**src/design/itcf_pkg.sv**
```systemverilog
// itcf_pkg: shared types and constants of the tilt filter
// no dependencies; used by every module of the block
package itcf_pkg;

  // configuration register indexes
  typedef enum logic [2:0] {
    REG_OFF_AX     = 3'd0,
    REG_OFF_AY     = 3'd1,
    REG_OFF_GX     = 3'd2,
    REG_OFF_GY     = 3'd3,
    REG_OFF_GZ     = 3'd4,
    REG_GYRO_SCALE = 3'd5
  } cfg_reg_t;

  typedef struct packed {
    logic signed [15:0] off_ax;
    logic signed [15:0] off_ay;
    logic signed [15:0] off_gx;
    logic signed [15:0] off_gy;
    logic signed [15:0] off_gz;
    logic [15:0]        gyro_scale;
  } cfg_t;

  localparam int CORD_W  = 26;   // cordic x/y datapath
  localparam int Z_W     = 21;   // cordic angle accumulator, q16 radians
  localparam int DQ_W    = 40;   // dividend bits of the rate*dt divider
  localparam int DIV_K   = 125;  // 256000 = 2^11 * 125
  localparam int DIV_N   = 38;   // dividend of the divide by 125 stays below 2^38
  localparam int DIV_SH  = 45;   // DIV_N + 7
  // reciprocal of 125, ceil(2^45 / 125), exact for every dividend below 2^38
  localparam longint DIV_M = ((64'sd1 <<< 45) + 64'sd124) / 64'sd125;
  localparam int PI_Q16  = 205887;
  localparam int W_GYRO  = 64225;
  localparam int W_ACC   = 1311;
  localparam int ANG_MAX = 8388607;
  localparam int ANG_MIN = -8388608;
  localparam int DT_RND  = 128000;

  // arctangent of 2^-i in q16, rounded to nearest
  function automatic logic signed [Z_W-1:0] atan_q16(input logic [4:0] i);
    logic signed [Z_W-1:0] v;
    case (i)
      5'd0:    v = Z_W'(51472);
      5'd1:    v = Z_W'(30386);
      5'd2:    v = Z_W'(16055);
      5'd3:    v = Z_W'(8150);
      5'd4:    v = Z_W'(4091);
      5'd5:    v = Z_W'(2047);
      5'd6:    v = Z_W'(1024);
      5'd7:    v = Z_W'(512);
      5'd8:    v = Z_W'(256);
      5'd9:    v = Z_W'(128);
      5'd10:   v = Z_W'(64);
      5'd11:   v = Z_W'(32);
      5'd12:   v = Z_W'(16);
      5'd13:   v = Z_W'(8);
      5'd14:   v = Z_W'(4);
      5'd15:   v = Z_W'(2);
      5'd16:   v = Z_W'(1);
      default: v = '0;
    endcase
    return v;
  endfunction

endpackage

```
**src/design/itcf_fifo.sv**
```systemverilog
// itcf_fifo: two-entry queue of finished sample groups
// depends on itcf_pkg
module itcf_fifo #(
  parameter int W = 118
) (
  input  logic         clk,
  input  logic         rst_n,
  input  logic         push,
  input  logic [W-1:0] din,
  output logic         full,
  input  logic         pop,
  output logic [W-1:0] dout,
  output logic         empty
);
  import itcf_pkg::*;

  logic [W-1:0] mem_r [2];
  logic         wr_ptr_r;
  logic         rd_ptr_r;
  logic [1:0]   cnt_r;

  assign full  = (cnt_r == 2'd2);
  assign empty = (cnt_r == 2'd0);
  assign dout  = mem_r[rd_ptr_r];

  always_ff @(posedge clk) begin
    if (push) mem_r[wr_ptr_r] <= din;
  end

  always_ff @(posedge clk) begin
    if (!rst_n) begin
      wr_ptr_r <= 1'b0;
      rd_ptr_r <= 1'b0;
      cnt_r    <= '0;
    end else begin
      if (push) wr_ptr_r <= ~wr_ptr_r;
      if (pop)  rd_ptr_r <= ~rd_ptr_r;
      cnt_r <= cnt_r + {1'b0, push} - {1'b0, pop};
    end
  end

endmodule

```
**config.mk**
```make
export PLATFORM = sky130hd
export DESIGN_NAME = itcf_fifo
export DESIGN_NICKNAME = d
export VERILOG_FILES = /design/src/design/itcf_pkg.sv /design/src/design/itcf_fifo.sv
export SDC_FILE = /design/constraint.sdc
export NUM_CORES = 1
export LEC_CHECK = 0
export BUFFER_PORTS_ARGS = -buffer_cell sky130_fd_sc_hd__buf_2
export CAP_MARGIN = 20
export CORE_MARGIN = 3
export CORE_UTILIZATION = 25
export DETAILED_ROUTE_END_ITERATION = 8
export GPL_ROUTABILITY_DRIVEN = 1
export GPL_TIMING_DRIVEN = 0
export SLEW_MARGIN = 20
export SYNTH_ARGS = -nofsm -noshare
export SYNTH_HDL_FRONTEND = slang
export SYNTH_SLANG_ARGS = --single-unit
```
**constraint.sdc**
```tcl
create_clock -name clk -period 7.6 [get_ports clk]
set_input_delay 0 -clock clk [delete_from_list [all_inputs] [get_ports clk]]
set_output_delay 0 -clock clk [all_outputs]
set_load 0.02 [all_outputs]
```
# ---- Word-level counts from Yosys, hierarchy flattened
# Memories as Yosys holds them, arrays and structs flattened. A register that Yosys moved wholly into a read port is not among the register bits.
# Index checks and enable logic that the tools add are counted.
dict set report totals {
  word_cells 14
  reg_bits 4
  n_memories 1
  output_inout_bits 120
  inputBits 122
  ramBits 236
}
# memory depth width read_ports rd_clocked_by_memory_dff wr line
set memory_table {}
lappend memory_table {mem_r 2 118 1 1 1 itcf_fifo.sv:17} ;# logic [W-1:0] mem_r [2];
dict set report classes {
  addsub 2
  n_eq_ne 1
  reduce_logical 1
  muxes 4
  n_bitwise 2
}
# operator n
set ops {}
lappend ops {{$mux W1} 4}
lappend ops {{$add A2 B1 Y2} 1}
lappend ops {{$eq A2 B2 Y1 const B} 1}
lappend ops {{$logic_not A2 Y1} 1}
lappend ops {{$not A1 Y1} 2}
lappend ops {{$sub A2 B1 Y2} 1}

# ---- Longest topological paths before layout
dict set report depth {
  ltp_word 3
  ltp_mapped 6
  mapped_depth_nobuf 6
}

# ---- Worst setup path after synthesis
# OpenSTA, ideal clock, no wires.
dict set report synth_path {
  path_type {register to register}
  startpoint {reg wr_ptr_r}
  endpoint {mem mem_r[0][0] (enable)}
  path_slack_ps 1459
  arrival_ps 5530
  setup_ps 611
  n_path_buf 0
  path_stages_with_launch 2
  period_less_slack_ps 6141
  required_ps 6989
  cell_sequence {dfxtp_1 -> nor2b_1}
}
# item line
set synth_lines {}
lappend synth_lines {{from (decl)} itcf_fifo.sv:18} ;# logic wr_ptr_r;
lappend synth_lines {{from (signal assigned)} itcf_fifo.sv:36} ;# if (push) wr_ptr_r <= ~wr_ptr_r;
lappend synth_lines {{to (decl)} itcf_fifo.sv:17}
# No word-level cell before the write port.

==> flow_metrics.tcl <==
set metrics [dict create \
    run_status "finished clean" \
    die_area_um2 37500 \
    critPathTopFamily "buffers and inverters" \
    crit_path_max_incr_delay_ns 0.32 \
    grt_pass1_wl_mm 29.6 \
    cts_buffer_depth 3 \
    synth_top_area_share 0.805 \
    intPower_mw 2.43 \
    synth.area.top_cells "edfxtp_1, mux2_2, mux2_4" \
    seq_area_frac_synth 0.816 \
    cp.arrival_ns 1.93 \
    setup_tns_ns 0 \
    worstSkewPairLatency_ns 0.52 \
    netlist_area_um2 8810 \
    synth.most_common_cell "edfxtp_1" \
    core-area_um2 34600 \
    power.total_mw 3.16 \
    synth-seq-cells 241 \
    syn2layout_area_growth_pct 44.9 \
    grt_usage 0.0983 \
    path_cells "buf_6, buf_6, buf_6, mux2_4, buf_2" \
    htree_levels 1 \
    async_reset_ff_frac 0 \
    netSwitchingFraction 0.230 \
    syn_avg_cell_area_um2 22.7 \
    nets 910 \
    crit_path_end_kind "output port" \
    fin_cells 1259 \
    start_util 0.254 \
    final_hold_viol_count 0 \
    ys_types 14 \
    synthFlopType "edfxtp_1" \
    n_antenna_cell 0 \
    wirelength_mm 19.0 \
    first_global_vias 5515 \
    ios 242 \
    cp.required_ns 7.60 \
    critPathLaunchType "flip-flop" \
    combinationalPowerShare 0.137 \
    slowest_stage "dfxtp_1" \
    rsz0062_at_grt "no" \
    layout_min_cycle_time_ns 1.93 \
    overflow 0 \
    vias 4958 \
    cts_tree "yes" \
    first_iter_violations 185 \
    path_common_cell "buf_6" \
    setup_viol 0 \
    cap_violations 0 \
    clkTransAtPathRegs_ns 0.06 \
    yosys.area.top_type "edfxtp_1" \
    drt_first_pass_iters 4 \
    ys_top_cells_by_count "edfxtp_1, mux2_2, mux2_4" \
    critPathMaxFanout 10 \
    layout-drive-gt1-share 0.517 \
    vias_per_cell 3.94 \
    portBuffers 241 \
    finalMaxSlewViolations 0 \
    cellPowerDensity_nw_per_um2 247 \
    fin_crit_sh 0.254 \
    cts.root.buffer_cell "clkbuf_16" \
    clock_sinks 241 \
    skew_ns 0.00709 \
    vdd_drop_max_mv 0.168 \
    gp_congestion 0.674 \
    nFillCells 3237 \
    rows 68 \
    dp_hpwl_mm 12.5 \
    clkPwrFrac 0.371 \
    critical_path_buf_inv_count 4 \
    maxSlewHeadroom 0.588 \
    hold_class "primary input to flip-flop" \
    postRouteAntennaNets 0 \
    worstSetupPathType "flip-flop to output port" \
    syn_inst 388 \
    die_h_um 194 \
    max_freq_mhz 518 \
    tightest_slew_ns 0.618 \
    pwr-share-seq 0.492 \
    synth-edff-count 236 \
    switchingPower_mw 0.724 \
    routedWlPerCell_um 15.1 \
    antenna_found_initial 1 \
    numCtsBuffers 26 \
    p_leak_nw 4.83 \
    place_inst 1091 \
    die_w_um 194 \
    yosysWarningCount 0 \
    route.detailed.drc 0 \
    hold_ws_ns 0.194 \
    grt_max_degree 50 \
    syn_nets 512 \
]
kinds of logic (layout without fill, tap and decap cells):
kind of cell             Yosys count  after routing  synth area share
buffers and inverters             15            431            0.0111
multiplexers                     118            118             0.159
flip-flops                       241            241             0.816
AO/OA/AOI/OAI                      1              1          0.000853
XOR/XNOR                           2              2           0.00355
adder cells (fa/ha/maj)            2              2           0.00284
AND/OR/NAND/NOR                    9              9           0.00611
metal layers:
metal  vias to the layer above  routed length (um)  GRT usage
li1                       2338                   -          -
met1                      2431                7390      0.112
met2                       151                9800      0.177
met3                        36                1390     0.0308
met4                         2                 435     0.0295
met5                         -                  13          0
power groups by stage:
| stage | Sequential [mW] | Clock (mW) | Combinational, mW |
|---|---|---|---|
| final | 1.55 | 1.17 | 0.434 |
| after global routing | 1.56 | 1.27 | 0.467 |
| after CTS | 1.55 | 1.22 | 0.444 |
| after floorplan | 1.59 | 0 | 0.236 |
| after global placement | 1.60 | 0 | 0.374 |
| after detailed placement | 1.58 | 0 | 0.391 |
sequential cells by signal, indices dropped and copies added, names as in the netlist, named ones only:
| name | cells |
|---|---|
| mem_r | 236 |
| cnt_r | 2 |
| rd_ptr_r | 1 |
| wr_ptr_r | 1 |
path summary, 6_finish.rpt:
path	start	endpoint	slack [ns]	cells past startpoint
worst min register to register	rd_ptr_r	flip-flop	0.58	2
worst min-delay path	din[84]	mem_r[1][84]	0.19	2
worst max register to register	wr_ptr_r	mem_r[1][100]	5.96	2
worst max-delay path	flip-flop	dout[101]	5.67	5
repair_timing:
| action | CTS | global route |
|---|---|---|
| hold buffers | 122 | 0 |
| setup buffers | 0 | 0 |
| endpoints found under the hold margin | 252 | 0 |
| resized for setup | 0 | 0 |
layout by cell type, fill, tap and decap left out, drive strengths merged:
cell and n:
xnor3 1, mux2 118, ha 2, o21a 1
nor2b 4, nor2 1, buf 261, edfxtp 236
dfxtp 5, inv 2, dlygate4sd3 122, clkinv 8
clkbuf 37, bufinv 1, xor2 1, and2 4
through the flow:
step | worst slack [ns] | util | instance area (um2)
after global placement | -2.28 | 0.306 | 10600
after detailed placement | 5.90 | 0.310 | 10700
after floorplan | 1.46 | - | 8810
after global routing | 5.56 | 0.368 | 12800
after CTS | 5.59 | 0.368 | 12800
final | 5.67 | 0.368 | 12800
final cells by class:
cell class | count | area [um2] | share of cell area
Inverter | 2 | 7.51 | 0.000588
Timing Repair Buffer | 370 | 2580 | 0.202
Tap cell | 455 | 569 | 0.0446
Buffer | 13 | 90.1 | 0.00706
Clock inverter | 9 | 67.6 | 0.00530
Multi-Input combinational cell | 132 | 1530 | 0.120
Clock buffer | 37 | 723 | 0.0567
Sequential cell | 241 | 7190 | 0.563
Power figures use the tool's default switching activity.
