File: config.mk
export PLATFORM = sky130hd
export DESIGN_NAME = itcf_front
export DESIGN_NICKNAME = d
export VERILOG_FILES = /design/src/design/itcf_pkg.sv /design/src/design/itcf_front.sv
export SDC_FILE = /design/constraint.sdc
export NUM_CORES = 1
export LEC_CHECK = 0
export BUFFER_PORTS_ARGS = -buffer_cell sky130_fd_sc_hd__buf_2
export CORE_MARGIN = 2
export CORE_UTILIZATION = 45
export CTS_CLUSTER_SIZE = 40
export DETAILED_ROUTE_END_ITERATION = 10
export GPL_TIMING_DRIVEN = 0
export PLACE_DENSITY = 0.7
export SYNTH_ARGS = -nofsm -noshare
export SYNTH_HDL_FRONTEND = slang
export SYNTH_SLANG_ARGS = --single-unit
File: constraint.sdc
create_clock -name clk -period 3.9 [get_ports clk]
set_input_delay 0.195 -clock clk [delete_from_list [all_inputs] [get_ports clk]]
set_output_delay 0.195 -clock clk [all_outputs]
set_load 0.01 [all_outputs]
File: src/design/itcf_pkg.sv
// itcf_pkg: shared types and constants of the tilt filter
// no dependencies; used by every module of the block
package itcf_pkg;

  // configuration register indexes
  typedef enum logic [2:0] {
    REG_OFF_AX     = 3'd0,
    REG_OFF_AY     = 3'd1,
    REG_OFF_GX     = 3'd2,
    REG_OFF_GY     = 3'd3,
    REG_OFF_GZ     = 3'd4,
    REG_GYRO_SCALE = 3'd5
  } cfg_reg_t;

  typedef struct packed {
    logic signed [15:0] off_ax;
    logic signed [15:0] off_ay;
    logic signed [15:0] off_gx;
    logic signed [15:0] off_gy;
    logic signed [15:0] off_gz;
    logic [15:0]        gyro_scale;
  } cfg_t;

  localparam int CORD_W  = 26;   // cordic x/y datapath
  localparam int Z_W     = 21;   // cordic angle accumulator, q16 radians
  localparam int DQ_W    = 40;   // dividend bits of the rate*dt divider
  localparam int DIV_K   = 125;  // 256000 = 2^11 * 125
  localparam int DIV_N   = 38;   // dividend of the divide by 125 stays below 2^38
  localparam int DIV_SH  = 45;   // DIV_N + 7
  // reciprocal of 125, ceil(2^45 / 125), exact for every dividend below 2^38
  localparam longint DIV_M = ((64'sd1 <<< 45) + 64'sd124) / 64'sd125;
  localparam int PI_Q16  = 205887;
  localparam int W_GYRO  = 64225;
  localparam int W_ACC   = 1311;
  localparam int ANG_MAX = 8388607;
  localparam int ANG_MIN = -8388608;
  localparam int DT_RND  = 128000;

  // arctangent of 2^-i in q16, rounded to nearest
  function automatic logic signed [Z_W-1:0] atan_q16(input logic [4:0] i);
    logic signed [Z_W-1:0] v;
    case (i)
      5'd0:    v = Z_W'(51472);
      5'd1:    v = Z_W'(30386);
      5'd2:    v = Z_W'(16055);
      5'd3:    v = Z_W'(8150);
      5'd4:    v = Z_W'(4091);
      5'd5:    v = Z_W'(2047);
      5'd6:    v = Z_W'(1024);
      5'd7:    v = Z_W'(512);
      5'd8:    v = Z_W'(256);
      5'd9:    v = Z_W'(128);
      5'd10:   v = Z_W'(64);
      5'd11:   v = Z_W'(32);
      5'd12:   v = Z_W'(16);
      5'd13:   v = Z_W'(8);
      5'd14:   v = Z_W'(4);
      5'd15:   v = Z_W'(2);
      5'd16:   v = Z_W'(1);
      default: v = '0;
    endcase
    return v;
  endfunction

endpackage

File: src/design/itcf_front.sv
// itcf_front: sums raw samples over a group and hands the group to the queue
// depends on itcf_pkg
module itcf_front #(
  parameter int SAMPLES_PER_OUTPUT = 2,
  parameter int SUM_W = 17,
  parameter int ENT_W = 6 * 17 + 16
) (
  input  logic                     clk,
  input  logic                     rst_n,
  input  logic                     in_valid,
  output logic                     in_stall,
  input  logic signed [15:0]       in_accel_x,
  input  logic signed [15:0]       in_accel_y,
  input  logic signed [15:0]       in_accel_z,
  input  logic signed [15:0]       in_gyro_x,
  input  logic signed [15:0]       in_gyro_y,
  input  logic signed [15:0]       in_gyro_z,
  input  logic [15:0]              in_elapsed_ms,
  input  logic                     q_full,
  output logic                     q_push,
  output logic [ENT_W-1:0]         q_data
);
  import itcf_pkg::*;

  localparam int CNT_W = $clog2(SAMPLES_PER_OUTPUT + 1);

  logic signed [SUM_W-1:0] sum_r [6];
  logic signed [SUM_W-1:0] sum_nxt [6];
  logic signed [15:0]      smp [6];
  logic [CNT_W-1:0]        cnt_r;
  logic                    take;
  logic                    last;

  assign smp[0] = in_accel_x;
  assign smp[1] = in_accel_y;
  assign smp[2] = in_accel_z;
  assign smp[3] = in_gyro_x;
  assign smp[4] = in_gyro_y;
  assign smp[5] = in_gyro_z;

  assign in_stall = q_full;
  assign take     = in_valid && !in_stall;
  assign last     = (cnt_r == CNT_W'(SAMPLES_PER_OUTPUT - 1));
  assign q_push   = take && last;

  always_comb begin
    for (int k = 0; k < 6; k++) begin
      sum_nxt[k] = sum_r[k] + SUM_W'(smp[k]);
    end
  end

  // entry layout: elapsed_ms above six sums, accel x in the low bits
  always_comb begin
    q_data = '0;
    for (int k = 0; k < 6; k++) begin
      q_data[k*SUM_W +: SUM_W] = sum_nxt[k];
    end
    q_data[6*SUM_W +: 16] = in_elapsed_ms;
  end

  always_ff @(posedge clk) begin
    if (!rst_n) begin
      cnt_r <= '0;
      for (int k = 0; k < 6; k++) sum_r[k] <= '0;
    end else if (take) begin
      if (last) begin
        cnt_r <= '0;
        for (int k = 0; k < 6; k++) sum_r[k] <= '0;
      end else begin
        cnt_r <= cnt_r + 1'b1;
        for (int k = 0; k < 6; k++) sum_r[k] <= sum_nxt[k];
      end
    end
  end

endmodule

# Word-level counts from Yosys, hierarchy flattened
# Memories as Yosys holds them, arrays and structs flattened.
# Cells that the tools add are included.
dict set report totals {
  ram_bits 102
  inputBits 116
  mem_count 1
  word_cells 47
  regBits 2
}
# name words word_bits read_ports rd_ports_with_merged_regs wr line
set mem_list {}
lappend mem_list {sum_r 6 17 6 0 6 itcf_front.sv:27} ;# logic signed [SUM_W-1:0] sum_r [6];
dict set report op_classes {
  n_bitwise 12
  add_sub_neg 7
  eq_ne 1
  reduce_logical 3
  mux 22
}
# cell n
set ops {}
lappend ops {{$mux W17} 12}
lappend ops {{$add A17 B16 Y17} 6}
lappend ops {{$or A1 B1 Y1} 12}
lappend ops {{$mux W1} 9}
lappend ops {{$add A2 B1 Y2 const B} 1}
lappend ops {{$eq A2 B1 Y1 const B} 1}
lappend ops {{$logic_and A1 B1 Y1} 2}
lappend ops {{$mux W2} 1}
lappend ops {{$logic_not A1 Y1} 1}

# Logic depth before layout (Yosys ltp)
dict set report depth {
  word_depth 7
  ltp_mapped 8
  mapped_depth_nobuf 8
}

# Worst setup path before layout
# Ideal clock, no wire load.
dict set report synth_path {
  kind {input-to-reg}
  from {input q_full}
  to {memory sum_r[0][0], enable pin}
  cell_stages 2
  setup_time_ps 447
  arrival_time_ps 2195
  t_required_ps 3453
  slack_ps 1258
  cell_sequence {nand2b_1 nand2_1}
}
# item line
set synth_rtl {}
lappend synth_rtl {{from (decl)} itcf_front.sv:19} ;# input logic q_full,
lappend synth_rtl {{to (decl)} itcf_front.sv:27}

==> flow_summary.yaml <==
run_status:
  status: "finished, final reports clean"
layout:
  finalNetCount: 1282
  area_delta_synth_final_pct: 20.4
  layout.cells.non_filler: 1303
  drive_gt1_frac: 0.259
  antennaDiodeCount: 0
  final_common_cell: "buf_2"
  final_util: 0.550
  final_cell_mix: "buf_2, edfxtp_1, ha_1"
sta:
  slew_headroom: 0.457
  fin_ws_ns: 0.763
  finalSetupViolations: 0
  clock_skew_ns: 0.0105
  hold_viol: 0
  drv_slew: 0
  fin_tns_setup_ns: 0
  post-route-min-period_ns: 3.14
  max_clock_freq_ghz: 0.319
  rsz0062_at_grt: "no"
  period_share: 0.804
  worst_pin_slew_ns: 0.813
route:
  vias: 7009
  drtAntennaViolNets: 0
  wire_per_inst_um: 15.4
  dr.first_iter.drc_count: 290
  via_per_inst: 5.38
  dr.pass1.iters: 5
  route.detailed.drc: 0
  routed_wl_mm: 20.1
yosys:
  ys.flop_type: "edfxtp_1"
  synth-async-reset-ratio: 0
  ys_seq_area_frac: 0.366
  synth_area_um2: 8480
  synth_top_area_share: 0.361
  synth_fp_nets: 1051
  synth_edf_count: 102
  yosysWarnings: 0
  ys_ff_latch: 104
  synth.avg_cell_area_um2: 10.2
  synth_area_leaders: "edfxtp_1, ha_1, and2_1"
  ys_types: 64
  synth_area_leader_cell: "edfxtp_1"
  syn_inst: 833
cts:
  path_clk_slew_ns: 0.07
  ctsHoldBuffers: 0
  postCtsResizedCells: 0
  clk_latency_ns: 0.36
  cts_tree: "done"
  cts_root_buffer: "clkbuf_16"
  htree_levels: 3
  cts_buffer_depth: 2
  postCtsSetupBuffers: 0
  cts_made_buffers: 9
  cts.sinks: 104
placement:
  placed_cells: 1287
  dp_slack_ns: 1.16
  hpwl_mm: 15.6
  io_buffers: 219
  globalplace.congestion: 0.886
die:
  core_area_um2: 18600
  die_area_um2: 20000
  initial_core_util: 0.457
  ios: 236
  die_y_um: 141
  dieWidth_um: 141
  row_count: 50
global_route:
  grt_max_degree: 45
  grt_pass1_vias: 6740
  grt_usage: 0.198
  antenna_found_initial: 2
  grt_overflow_total: 0
  grt_pass1_wl_mm: 32.0
pwr:
  p_leak_nw: 4.72
  max-vdd-ir-drop_v: 0.000203
  power.density_nw_per_um2: 374
  p_total_mw: 3.81
worst_setup_path:
  worstSetupPathType: "flip-flop to primary output"
  crit_fanout: 3
  r2r-end: "sum_r[0][16]"
  ff2ff_path_depth: 8
  crit_required_ns: 3.70
  crit_start: "sum_r[3][0]"
  ff2ff_setup_slack_ns: 1.24
  cp.arrival_ns: 2.94
  end_kind: "primary output"
  start_kind: "flip-flop"
  r2r_start: "sum_r[0][0]"
worst_hold_path:
  min_from: "rst_n"
  hp-class: "input port to flip-flop"
  worstHoldPathCells: 3
  holdPathEnd: "cnt_r[1]"
run:
  drv_cap: 0
-- critical path, stage by stage (launching register included) --
cell and delay (ns):
edfxtp_1 0.37, ha_1 0.23, fa_1 0.46, a211oi_1 0.33, nor3_1 0.13, o2111ai_1 0.29
a21oi_1 0.15, o21a_1 0.20, or2_2 0.28, buf_2 0.14
-- through the flow --
stage / hold WS, ns / cell area [um2]
finish: 0.133 / 10200
floorplan: 0.317 / 8480
global placement: 0.413 / 9870
global route: 0.123 / 10200
CTS: 0.113 / 10200
detailed placement: 0.433 / 9910
-- cell type report --
class                      count  area [um2]
buffer                        34         196
clock buffer                   9         225
clock inverter                 7        80.1
fill                        1718        8370
inverter                      15        56.3
multi-input combinational    680        5140
sequential                   104        3100
tap                          234         293
timing repair buffer         220        1120
-- worst max path at each step --
stage | end | slack [ns] | cells past startpoint
global route | q_data[67] | 0.55 | 9
detailed placement | q_data[67] | 1.16 | 9
CTS | q_data[67] | 0.76 | 9
global placement | sum_r[1][4] | -0.06 | 3
floorplan | sum_r[0][0] | 1.26 | 2
finish | q_data[67] | 0.76 | 9
-- per-layer routing --
metal | share of wire | vias up | routed length (um) | global-route usage
li1 | - | 3559 | - | -
met1 | 0.47 | 3222 | 9360 | 0.261
met2 | 0.46 | 194 | 9250 | 0.327
met3 | 0.050 | 32 | 1010 | 0.0344
met4 | 0.023 | 2 | 452 | 0.0721
met5 | 0.00065 | - | 13 | 0
-- kinds of logic after synthesis --
| group | synth area share |
|---|---|
| flip-flops | 0.366 |
| XOR/XNOR | 0.0950 |
| adder cells (fa/ha/maj) | 0.156 |
| buffers and inverters | 0.0298 |
| multiplexers | 0.0106 |
| AO/OA/AOI/OAI | 0.196 |
| AND/OR/NAND/NOR | 0.147 |
-- Yosys cell counts, drive strengths merged, types with 5 or more instances --
master / n
clkbuf: 14
o31ai: 6
nand4: 6
nand2: 58
inv: 15
a31oi: 13
fa: 6
nor2: 33
xor2: 36
nand3: 12
xnor2: 56
a21o: 29
o21ai: 45
o21a: 19
buf: 20
nand2b: 12
o21bai: 7
o211ai: 9
a2111oi: 5
and3: 6
ha: 96
a21oi: 54
nor3: 6
edfxtp: 102
mux2i: 9
a211oi: 23
and2: 94
-- flip-flops by register name (all words and copies together) (netlist names) --
| signal | flops |
|---|---|
| cnt_r | 2 |
| sum_r | 102 |
-- where the power goes --
| part | internal, mW | leakage, nW | switching (mW) | total (mW) |
|---|---|---|---|---|
| Combinational | 0.642 | 3.47 | 0.857 | 1.50 |
| Clock | 0.507 | 0.148 | 0.460 | 0.967 |
| Sequential | 1.32 | 1.11 | 0.0283 | 1.35 |
| Total | 2.47 | 4.72 | 1.34 | 3.81 |
Note: power is estimated with default switching activity, not from simulation.
